**src/rtl/biquad_pkg.sv**
```systemverilog
`timescale 1ns / 1ps

package biquad_pkg;

  // port field widths
  localparam int FIELD_W   = 32;
  localparam int COEF_W    = 18;
  localparam int IDX_W     = 3;
  localparam int NUM_COEFS = 5;

  // register indexes
  localparam logic [IDX_W-1:0] REG_A0 = 3'd0;
  localparam logic [IDX_W-1:0] REG_A1 = 3'd1;
  localparam logic [IDX_W-1:0] REG_A2 = 3'd2;
  localparam logic [IDX_W-1:0] REG_B1 = 3'd3;
  localparam logic [IDX_W-1:0] REG_B2 = 3'd4;

  // sequencer steps: products issued at steps 0..9, each summed in the next cycle
  localparam int STEP_W = 4;
  localparam logic [STEP_W-1:0] STEP_S1_X0  = 4'd0;
  localparam logic [STEP_W-1:0] STEP_S1_X1  = 4'd1;
  localparam logic [STEP_W-1:0] STEP_S1_X2  = 4'd2;
  localparam logic [STEP_W-1:0] STEP_S1_Y1  = 4'd3;
  localparam logic [STEP_W-1:0] STEP_S1_Y2  = 4'd4;
  localparam logic [STEP_W-1:0] STEP_S2_X1  = 4'd5;
  localparam logic [STEP_W-1:0] STEP_S2_X2  = 4'd6;
  localparam logic [STEP_W-1:0] STEP_S2_Y1  = 4'd7;
  localparam logic [STEP_W-1:0] STEP_S2_Y2  = 4'd8;
  localparam logic [STEP_W-1:0] STEP_S2_X0  = 4'd9;
  localparam logic [STEP_W-1:0] STEP_LAST   = 4'd10;

  // accumulator restarts and result capture points
  localparam logic [STEP_W-1:0] ACC_S1_FIRST = 4'd1;
  localparam logic [STEP_W-1:0] ACC_S2_FIRST = 4'd6;
  localparam logic [STEP_W-1:0] CAP_S1       = 4'd5;
  localparam logic [STEP_W-1:0] CAP_S2       = 4'd10;

  typedef struct packed {
    logic add;
    logic clear;
  } mac_ctrl_t;

endpackage

```
**src/rtl/biquad_if.sv**
```systemverilog
`timescale 1ns / 1ps

interface biquad_in_if;
  import biquad_pkg::*;
  logic                      valid;
  logic                      ready;
  logic signed [FIELD_W-1:0] sample_in;

  modport source (output valid, output sample_in, input ready);
  modport sink   (input valid, input sample_in, output ready);
endinterface

interface biquad_out_if;
  import biquad_pkg::*;
  logic                      valid;
  logic                      ready;
  logic signed [FIELD_W-1:0] sample_out;

  modport source (output valid, output sample_out, input ready);
  modport sink   (input valid, input sample_out, output ready);
endinterface

interface biquad_cfg_if;
  import biquad_pkg::*;
  logic                     valid;
  logic                     ready;
  logic        [IDX_W-1:0]  index;
  logic signed [COEF_W-1:0] wdata;

  modport source (output valid, output index, output wdata, input ready);
  modport sink   (input valid, input index, input wdata, output ready);
endinterface

```
**src/rtl/two_section_biquad_bandpass.sv**
```systemverilog
`timescale 1ns / 1ps
// channel  dir  handshake     payload
// in_ch    in   valid/ready   sample_in  (32b signed)
// out_ch   out  valid/ready   sample_out (32b signed)
// cfg      in   valid/ready   index (3b), wdata (18b signed)
//
// each word passes through accept, ten products plus one add on the shared
// multiply-accumulate unit, then a load into the output register
// in_ch.ready is high only while idle; cfg.ready is always high
// a held output word does not block acceptance of the next word, but that
// word's final load waits for the output register, keeping in_ch.ready low
// reset (synchronous) clears coefficients, all histories and the output valid

module two_section_biquad_bandpass import biquad_pkg::*; #(
  parameter int DATA_WIDTH = 32,
  parameter int FRAC_BITS  = 14
) (
  input  logic          clk,
  input  logic          rst,
  biquad_in_if.sink     in_ch,
  biquad_out_if.source  out_ch,
  biquad_cfg_if.sink    cfg
);

  mac_ctrl_t                    mac_ctrl;
  logic signed [COEF_W-1:0]     coef_op;
  logic signed [DATA_WIDTH-1:0] data_op;
  logic signed [DATA_WIDTH-1:0] mac_result;
  logic signed [DATA_WIDTH-1:0] out_data;

  assign cfg.ready = 1'b1;
  // result is sign-extended to the port width
  assign out_ch.sample_out = FIELD_W'(out_data);

  biquad_ctrl #(
    .DATA_WIDTH (DATA_WIDTH)
  ) u_ctrl (
    .clk        (clk),
    .rst        (rst),
    .in_valid   (in_ch.valid),
    .in_ready   (in_ch.ready),
    .in_data    (in_ch.sample_in[DATA_WIDTH-1:0]),
    .out_valid  (out_ch.valid),
    .out_ready  (out_ch.ready),
    .out_data   (out_data),
    .cfg_valid  (cfg.valid),
    .cfg_index  (cfg.index),
    .cfg_data   (cfg.wdata),
    .mac_ctrl   (mac_ctrl),
    .coef_op    (coef_op),
    .data_op    (data_op),
    .mac_result (mac_result)
  );

  biquad_mac #(
    .DATA_WIDTH (DATA_WIDTH),
    .FRAC_BITS  (FRAC_BITS)
  ) u_mac (
    .clk     (clk),
    .coef_op (coef_op),
    .data_op (data_op),
    .ctrl    (mac_ctrl),
    .result  (mac_result)
  );

endmodule

```
**src/rtl/biquad_mac.sv**
```systemverilog
`timescale 1ns / 1ps

module biquad_mac import biquad_pkg::*; #(
  parameter int DATA_WIDTH = 32,
  parameter int FRAC_BITS  = 14
) (
  input  logic                         clk,
  input  logic signed [COEF_W-1:0]     coef_op,
  input  logic signed [DATA_WIDTH-1:0] data_op,
  input  mac_ctrl_t                    ctrl,
  output logic signed [DATA_WIDTH-1:0] result
);

  localparam int PROD_W = COEF_W + DATA_WIDTH;
  // five products plus headroom
  localparam int ACC_W  = PROD_W + 3;

  logic signed [PROD_W-1:0] prod;
  logic signed [ACC_W-1:0]  acc;
  logic signed [ACC_W-1:0]  acc_next;

  always_ff @(posedge clk) begin
    prod <= coef_op * data_op;
    if (ctrl.add) begin
      acc <= acc_next;
    end
  end

  always_comb begin
    if (ctrl.clear) begin
      acc_next = ACC_W'(prod);
    end else begin
      acc_next = acc + ACC_W'(prod);
    end
  end

  // floor shift and wrap are one bit slice of the sum
  assign result = acc_next[FRAC_BITS +: DATA_WIDTH];

endmodule

```
**src/rtl/biquad_ctrl.sv**
```systemverilog
`timescale 1ns / 1ps

module biquad_ctrl import biquad_pkg::*; #(
  parameter int DATA_WIDTH = 32
) (
  input  logic                         clk,
  input  logic                         rst,
  input  logic                         in_valid,
  output logic                         in_ready,
  input  logic signed [DATA_WIDTH-1:0] in_data,
  output logic                         out_valid,
  input  logic                         out_ready,
  output logic signed [DATA_WIDTH-1:0] out_data,
  input  logic                         cfg_valid,
  input  logic        [IDX_W-1:0]      cfg_index,
  input  logic signed [COEF_W-1:0]     cfg_data,
  output mac_ctrl_t                    mac_ctrl,
  output logic signed [COEF_W-1:0]     coef_op,
  output logic signed [DATA_WIDTH-1:0] data_op,
  input  logic signed [DATA_WIDTH-1:0] mac_result
);

  typedef enum logic [2:0] {
    ST_IDLE = 3'b001,
    ST_RUN  = 3'b010,
    ST_HOLD = 3'b100
  } state_t;

  state_t                      state;
  logic [STEP_W-1:0]           step;
  logic signed [COEF_W-1:0]    coef_a0, coef_a1, coef_a2, coef_b1, coef_b2;
  logic signed [DATA_WIDTH-1:0] x0, y1_new;
  logic signed [DATA_WIDTH-1:0] xh0, xh1, fh0, fh1, sh0, sh1;

  assign in_ready = (state == ST_IDLE);

  always_ff @(posedge clk) begin
    if (rst) begin
      state     <= ST_IDLE;
      step      <= '0;
      out_valid <= 1'b0;
      coef_a0   <= '0;
      coef_a1   <= '0;
      coef_a2   <= '0;
      coef_b1   <= '0;
      coef_b2   <= '0;
      xh0       <= '0;
      xh1       <= '0;
      fh0       <= '0;
      fh1       <= '0;
      sh0       <= '0;
      sh1       <= '0;
    end else begin
      if (cfg_valid) begin
        case (cfg_index)
          REG_A0:  coef_a0 <= cfg_data;
          REG_A1:  coef_a1 <= cfg_data;
          REG_A2:  coef_a2 <= cfg_data;
          REG_B1:  coef_b1 <= cfg_data;
          REG_B2:  coef_b2 <= cfg_data;
          default: ;
        endcase
      end

      // a new word loads when the output register is free or being taken
      if (state == ST_HOLD && (!out_valid || out_ready)) begin
        out_valid <= 1'b1;
      end else if (out_valid && out_ready) begin
        out_valid <= 1'b0;
      end

      case (state)
        ST_IDLE: begin
          if (in_valid) begin
            x0    <= in_data;
            step  <= '0;
            state <= ST_RUN;
          end
        end
        ST_RUN: begin
          step <= step + 1'b1;
          if (step == CAP_S1) begin
            y1_new <= mac_result;
          end
          if (step == CAP_S2) begin
            // all history reads are done, shift the delay lines
            xh1   <= xh0;
            xh0   <= x0;
            fh1   <= fh0;
            fh0   <= y1_new;
            sh1   <= sh0;
            sh0   <= mac_result;
            state <= ST_HOLD;
          end
        end
        ST_HOLD: begin
          if (!out_valid || out_ready) begin
            out_data <= sh0;
            state    <= ST_IDLE;
          end
        end
        default: state <= ST_IDLE;
      endcase
    end
  end

  // operand select; section two takes its new input last
  always_comb begin
    case (step)
      STEP_S1_X0: begin coef_op = coef_a0; data_op = x0;     end
      STEP_S1_X1: begin coef_op = coef_a1; data_op = xh0;    end
      STEP_S1_X2: begin coef_op = coef_a2; data_op = xh1;    end
      STEP_S1_Y1: begin coef_op = coef_b1; data_op = fh0;    end
      STEP_S1_Y2: begin coef_op = coef_b2; data_op = fh1;    end
      STEP_S2_X1: begin coef_op = coef_a1; data_op = fh0;    end
      STEP_S2_X2: begin coef_op = coef_a2; data_op = fh1;    end
      STEP_S2_Y1: begin coef_op = coef_b1; data_op = sh0;    end
      STEP_S2_Y2: begin coef_op = coef_b2; data_op = sh1;    end
      STEP_S2_X0: begin coef_op = coef_a0; data_op = y1_new; end
      default:    begin coef_op = '0;      data_op = '0;     end
    endcase
  end

  always_comb begin
    mac_ctrl.add   = (state == ST_RUN) && (step != STEP_S1_X0) && (step <= STEP_LAST);
    mac_ctrl.clear = (step == ACC_S1_FIRST) || (step == ACC_S2_FIRST);
  end

endmodule
```
**src/flat_wrapper.sv**
```systemverilog
// flat-port wrapper written by rule: the top's interface ports become plain ports
module two_section_biquad_bandpass_flat import biquad_pkg::*;
#(
  parameter int DATA_WIDTH = 32,
  parameter int FRAC_BITS  = 14
)
  (clk, rst, in_ch_valid, in_ch_sample_in, in_ch_ready, out_ch_valid, out_ch_sample_out, out_ch_ready, cfg_valid, cfg_index, cfg_wdata, cfg_ready);
  biquad_in_if in_ch_i ();
  biquad_out_if out_ch_i ();
  biquad_cfg_if cfg_i ();
  input  logic clk;
  input  logic rst;
  input wire logic [$bits(in_ch_i.valid)-1:0] in_ch_valid;
  input wire logic [$bits(in_ch_i.sample_in)-1:0] in_ch_sample_in;
  output wire logic [$bits(in_ch_i.ready)-1:0] in_ch_ready;
  output wire logic [$bits(out_ch_i.valid)-1:0] out_ch_valid;
  output wire logic [$bits(out_ch_i.sample_out)-1:0] out_ch_sample_out;
  input wire logic [$bits(out_ch_i.ready)-1:0] out_ch_ready;
  input wire logic [$bits(cfg_i.valid)-1:0] cfg_valid;
  input wire logic [$bits(cfg_i.index)-1:0] cfg_index;
  input wire logic [$bits(cfg_i.wdata)-1:0] cfg_wdata;
  output wire logic [$bits(cfg_i.ready)-1:0] cfg_ready;
  assign in_ch_i.valid = in_ch_valid;
  assign in_ch_i.sample_in = in_ch_sample_in;
  assign in_ch_ready = in_ch_i.ready;
  assign out_ch_valid = out_ch_i.valid;
  assign out_ch_sample_out = out_ch_i.sample_out;
  assign out_ch_i.ready = out_ch_ready;
  assign cfg_i.valid = cfg_valid;
  assign cfg_i.index = cfg_index;
  assign cfg_i.wdata = cfg_wdata;
  assign cfg_ready = cfg_i.ready;
  two_section_biquad_bandpass #(.DATA_WIDTH(DATA_WIDTH), .FRAC_BITS(FRAC_BITS)) u_core (.clk(clk), .rst(rst), .in_ch(in_ch_i), .out_ch(out_ch_i), .cfg(cfg_i));
endmodule
```
**config.mk**
```make
export PLATFORM = sky130hd
export DESIGN_NAME = two_section_biquad_bandpass_flat
export DESIGN_NICKNAME = d
export VERILOG_FILES = /design/src/rtl/biquad_pkg.sv /design/src/rtl/biquad_if.sv /design/src/rtl/two_section_biquad_bandpass.sv /design/src/rtl/biquad_mac.sv /design/src/rtl/biquad_ctrl.sv /design/src/flat_wrapper.sv
export SDC_FILE = /design/constraint.sdc
export NUM_CORES = 2
export LEC_CHECK = 0
export BUFFER_PORTS_ARGS = -buffer_cell sky130_fd_sc_hd__buf_2
export CAP_MARGIN = 15
export CORE_MARGIN = 2
export CORE_UTILIZATION = 47
export CTS_BUF_LIST = sky130_fd_sc_hd__clkbuf_2 sky130_fd_sc_hd__clkbuf_4 sky130_fd_sc_hd__clkbuf_8
export DETAILED_ROUTE_END_ITERATION = 6
export GPL_TIMING_DRIVEN = 0
export PLACE_DENSITY = 0.6
export SYNTH_ARGS = -nofsm -noshare
export SYNTH_HDL_FRONTEND = slang
export SYNTH_SLANG_ARGS = --single-unit
```
**constraint.sdc**
```tcl
create_clock -name clk -period 8.5 [get_ports clk]
set_input_delay 1.7 -clock clk [delete_from_list [all_inputs] [get_ports clk]]
set_output_delay 1.7 -clock clk [all_outputs]
set_load 0.05 [all_outputs]
```
==> run metrics <==
1st-pass router iterations 6; Worst-Margin Slew roughly 1.3 ns; Clock Sinks 478; CP max stage cell fa_1; Post-DP HPWL 108.0 mm; post-DR wirelength/cell between 20 and 25 µm; WS Path Type reg2reg; static leakage 19.25 nW; Seq/Total Area, Yosys 0.2826; crit path time final 8.329 ns; Global Route Usage Sum 0.3182; VDD IR-drop max 136.5 µV; Synth area leaders fa_1, dfxtp_1, edfxtp_1, nand2_1, inv_1; Die X-Extent 291.7 µm; most common cell in the synthesized netlist nand2_1; CTS Hold Buffers Added 0; Slew Viols, Final 0; Mapped Nets 5202; first-pass GRT wire length 201.1 mm; Synth top area share 0.2682; Port Buffer Count 89; Main synth FF type dfxtp_1; Hold Path Depth 2; Antenna Nets Post-Route 0; layout cells sized above 1 0.1165; Total Power 6.576 mW; initial antenna violation count 6; number of global-route vias before repair between 30000 and 40000; ys async rst share 0; Max Fanout on Critical Path 10; Via density 5.526; syn avg cell area 8.724 µm²; # IOs 93; Initial Utilization 0.4744; Max Freq 0.1201 GHz; via count 32178; max_slew headroom 0.1473; final core occ 0.5399; skew final approximately 0.075 ns; worst skew pair latency 0.74 ns; final hold vios 0; Mapped Area 0.03889 mm²; number of synthesized flops with an enable pin 142; worst reg-to-reg path cell count 31; Post-Syn Instances 4458; Arr. time, crit path approximately 8.9 ns; H-tree levels 3; Cell Pwr Density 148.6 mW/mm²; setup violators final 0; CP endpoint kind flip-flop; CTS clk-pin slew, worst paths approximately 0.06 ns; Critical Path RT 9.04 ns; status finished, final reports clean; Final Wtd Congestion 0.9446; crit start category flip-flop; hold crit path type reg2reg; row count 105; DRC 0; Max-cap violations 0; Layout Nets ~5400; Die H 291.7 µm; synth unique cells around 80; total gr overflow 0; core area between 0.08 and 0.09 mm²; clk buf depth 3; DIE AREA 0.08507 mm²; Final period util 0.9798; TritonCTS clock tree built; Ys Warns 0; flops & latches, synth 478; largest net degree at the start of global routing 33; initial DRC count 3047; post-synth top area cell fa_1; CTS root buf clkbuf_8; total wire length 134.5 mm; Post-synth top cells nand2_1, inv_1, fa_1, a21oi_1, dfxtp_1; area delta synth->final 13.79%; TritonCTS buffer count 83; CP peak stage delay 0.57 ns
stage by stage:
| stage | hold slack, ns | setup WS (ns) | cell area, µm² | setup TNS (ns) | cells |
|---|---|---|---|---|---|
| floorplan | 0.4357 | 0.8617 | 38890 | 0 | 4458 |
| global placement | 0.4415 | -1.888 | 40680 | -35.59 | 5617 |
| detailed placement | 0.4460 | -1.569 | 40940 | -25.45 | 5633 |
| CTS | 0.4380 | 0.002181 | 43730 | 0 | 5801 |
| global route | 0.4694 | -0.04340 | 44250 | -0.06696 | 5821 |
| finish | 0.4412 | 0.1714 | 44260 | 0 | 5823 |
cells by family after synthesis:
group	share of synthesized area
adders and majority gates	0.3213
buffers and inverters	0.08767
and+or+nand+nor	0.1584
AOI/OAI and AO/OA	0.1268
DFF	0.2826
muxes	0.001576
other	0.00009642
xor gates and xnor gates	0.02162
cell usage in the layout, fill, tap and decap left out, types with 101 or more instances in the layout:
master,n
ha_1,159
edfxtp_1,142
a21oi_1,370
nor2_1,267
dfxtp_1,334
clkbuf_8,102
nand2_1,1073
fa_1,521
clkbuf_1,101
inv_1,668
state kept, by name (all words and copies together), names as in the netlist, 4 cells and up:
signal                  count
u_core.u_mac.acc           46
u_core.u_mac.prod          46
u_core.u_ctrl.fh0          32
u_core.u_ctrl.fh1          32
u_core.u_ctrl.out_data     32
u_core.u_ctrl.sh0          32
u_core.u_ctrl.sh1          32
u_core.u_ctrl.x0           32
u_core.u_ctrl.xh0          32
u_core.u_ctrl.xh1          32
u_core.u_ctrl.y1_new       32
u_core.u_ctrl.coef_a0      18
u_core.u_ctrl.coef_a1      18
u_core.u_ctrl.coef_a2      18
u_core.u_ctrl.coef_b1      18
u_core.u_ctrl.coef_b2      18
u_core.u_ctrl.step          4
where the power goes:
part	switching, mW	internal, mW	total (mW)
registers	0.101	2.49	2.59
logic	1.09	0.570	1.66
clock network	1.02	1.31	2.33
total	2.21	4.37	6.58
area by class of cell:
cell class,instances,area (µm²)
Inverter,668,2507
Clock buffer,132,1610
Buffer,210,1122
Tap cell,1070,1339
Sequential cell,478,10990
Fill cell,7781,37720
Multi-Input combinational cell,3078,25250
Timing Repair Buffer,163,1185
Clock inverter,19,234.0
Antenna cell,5,12.51
worst max-delay path, delay by kind of cell (launching register included):
kind	cells	cell delay (ns)
buffers and inverters	9	1.10
AOI/OAI and AO/OA	10	2.25
and+or+nand+nor	4	0.62
DFF	1	0.34
adders and majority gates	8	3.78
routing by layer:
metal	global-route usage	vias up	share of wire
met1	0.4250	15906	0.41
met5	0	-	0.000082
li1	-	14538	-
met2	0.5007	1421	0.45
met3	0.04742	311	0.075
met4	0.1715	2	0.061
path summary, 6_finish.rpt:
| check | startpoint | to | slack (ns) |
|---|---|---|---|
| setup / recovery | u_core.u_ctrl.step[1] | u_core.u_mac.prod[44] | 0.17 |
| hold / removal | u_core.u_ctrl.fh0[27] | u_core.u_ctrl.fh1[27] | 0.44 |
| setup reg to reg | u_core.u_ctrl.step[1] | u_core.u_mac.prod[44] | 0.17 |
| hold reg to reg | u_core.u_ctrl.fh0[27] | u_core.u_ctrl.fh1[27] | 0.44 |
what timing repair did:
action | 4_1_cts | 5_1_grt
setup endpoints to repair | 29 | 16
buffers inserted | 37 | 21
resized for setup | 203 | 143
pin swaps | 23 | 21
Note: power is estimated with default switching activity, not from simulation.
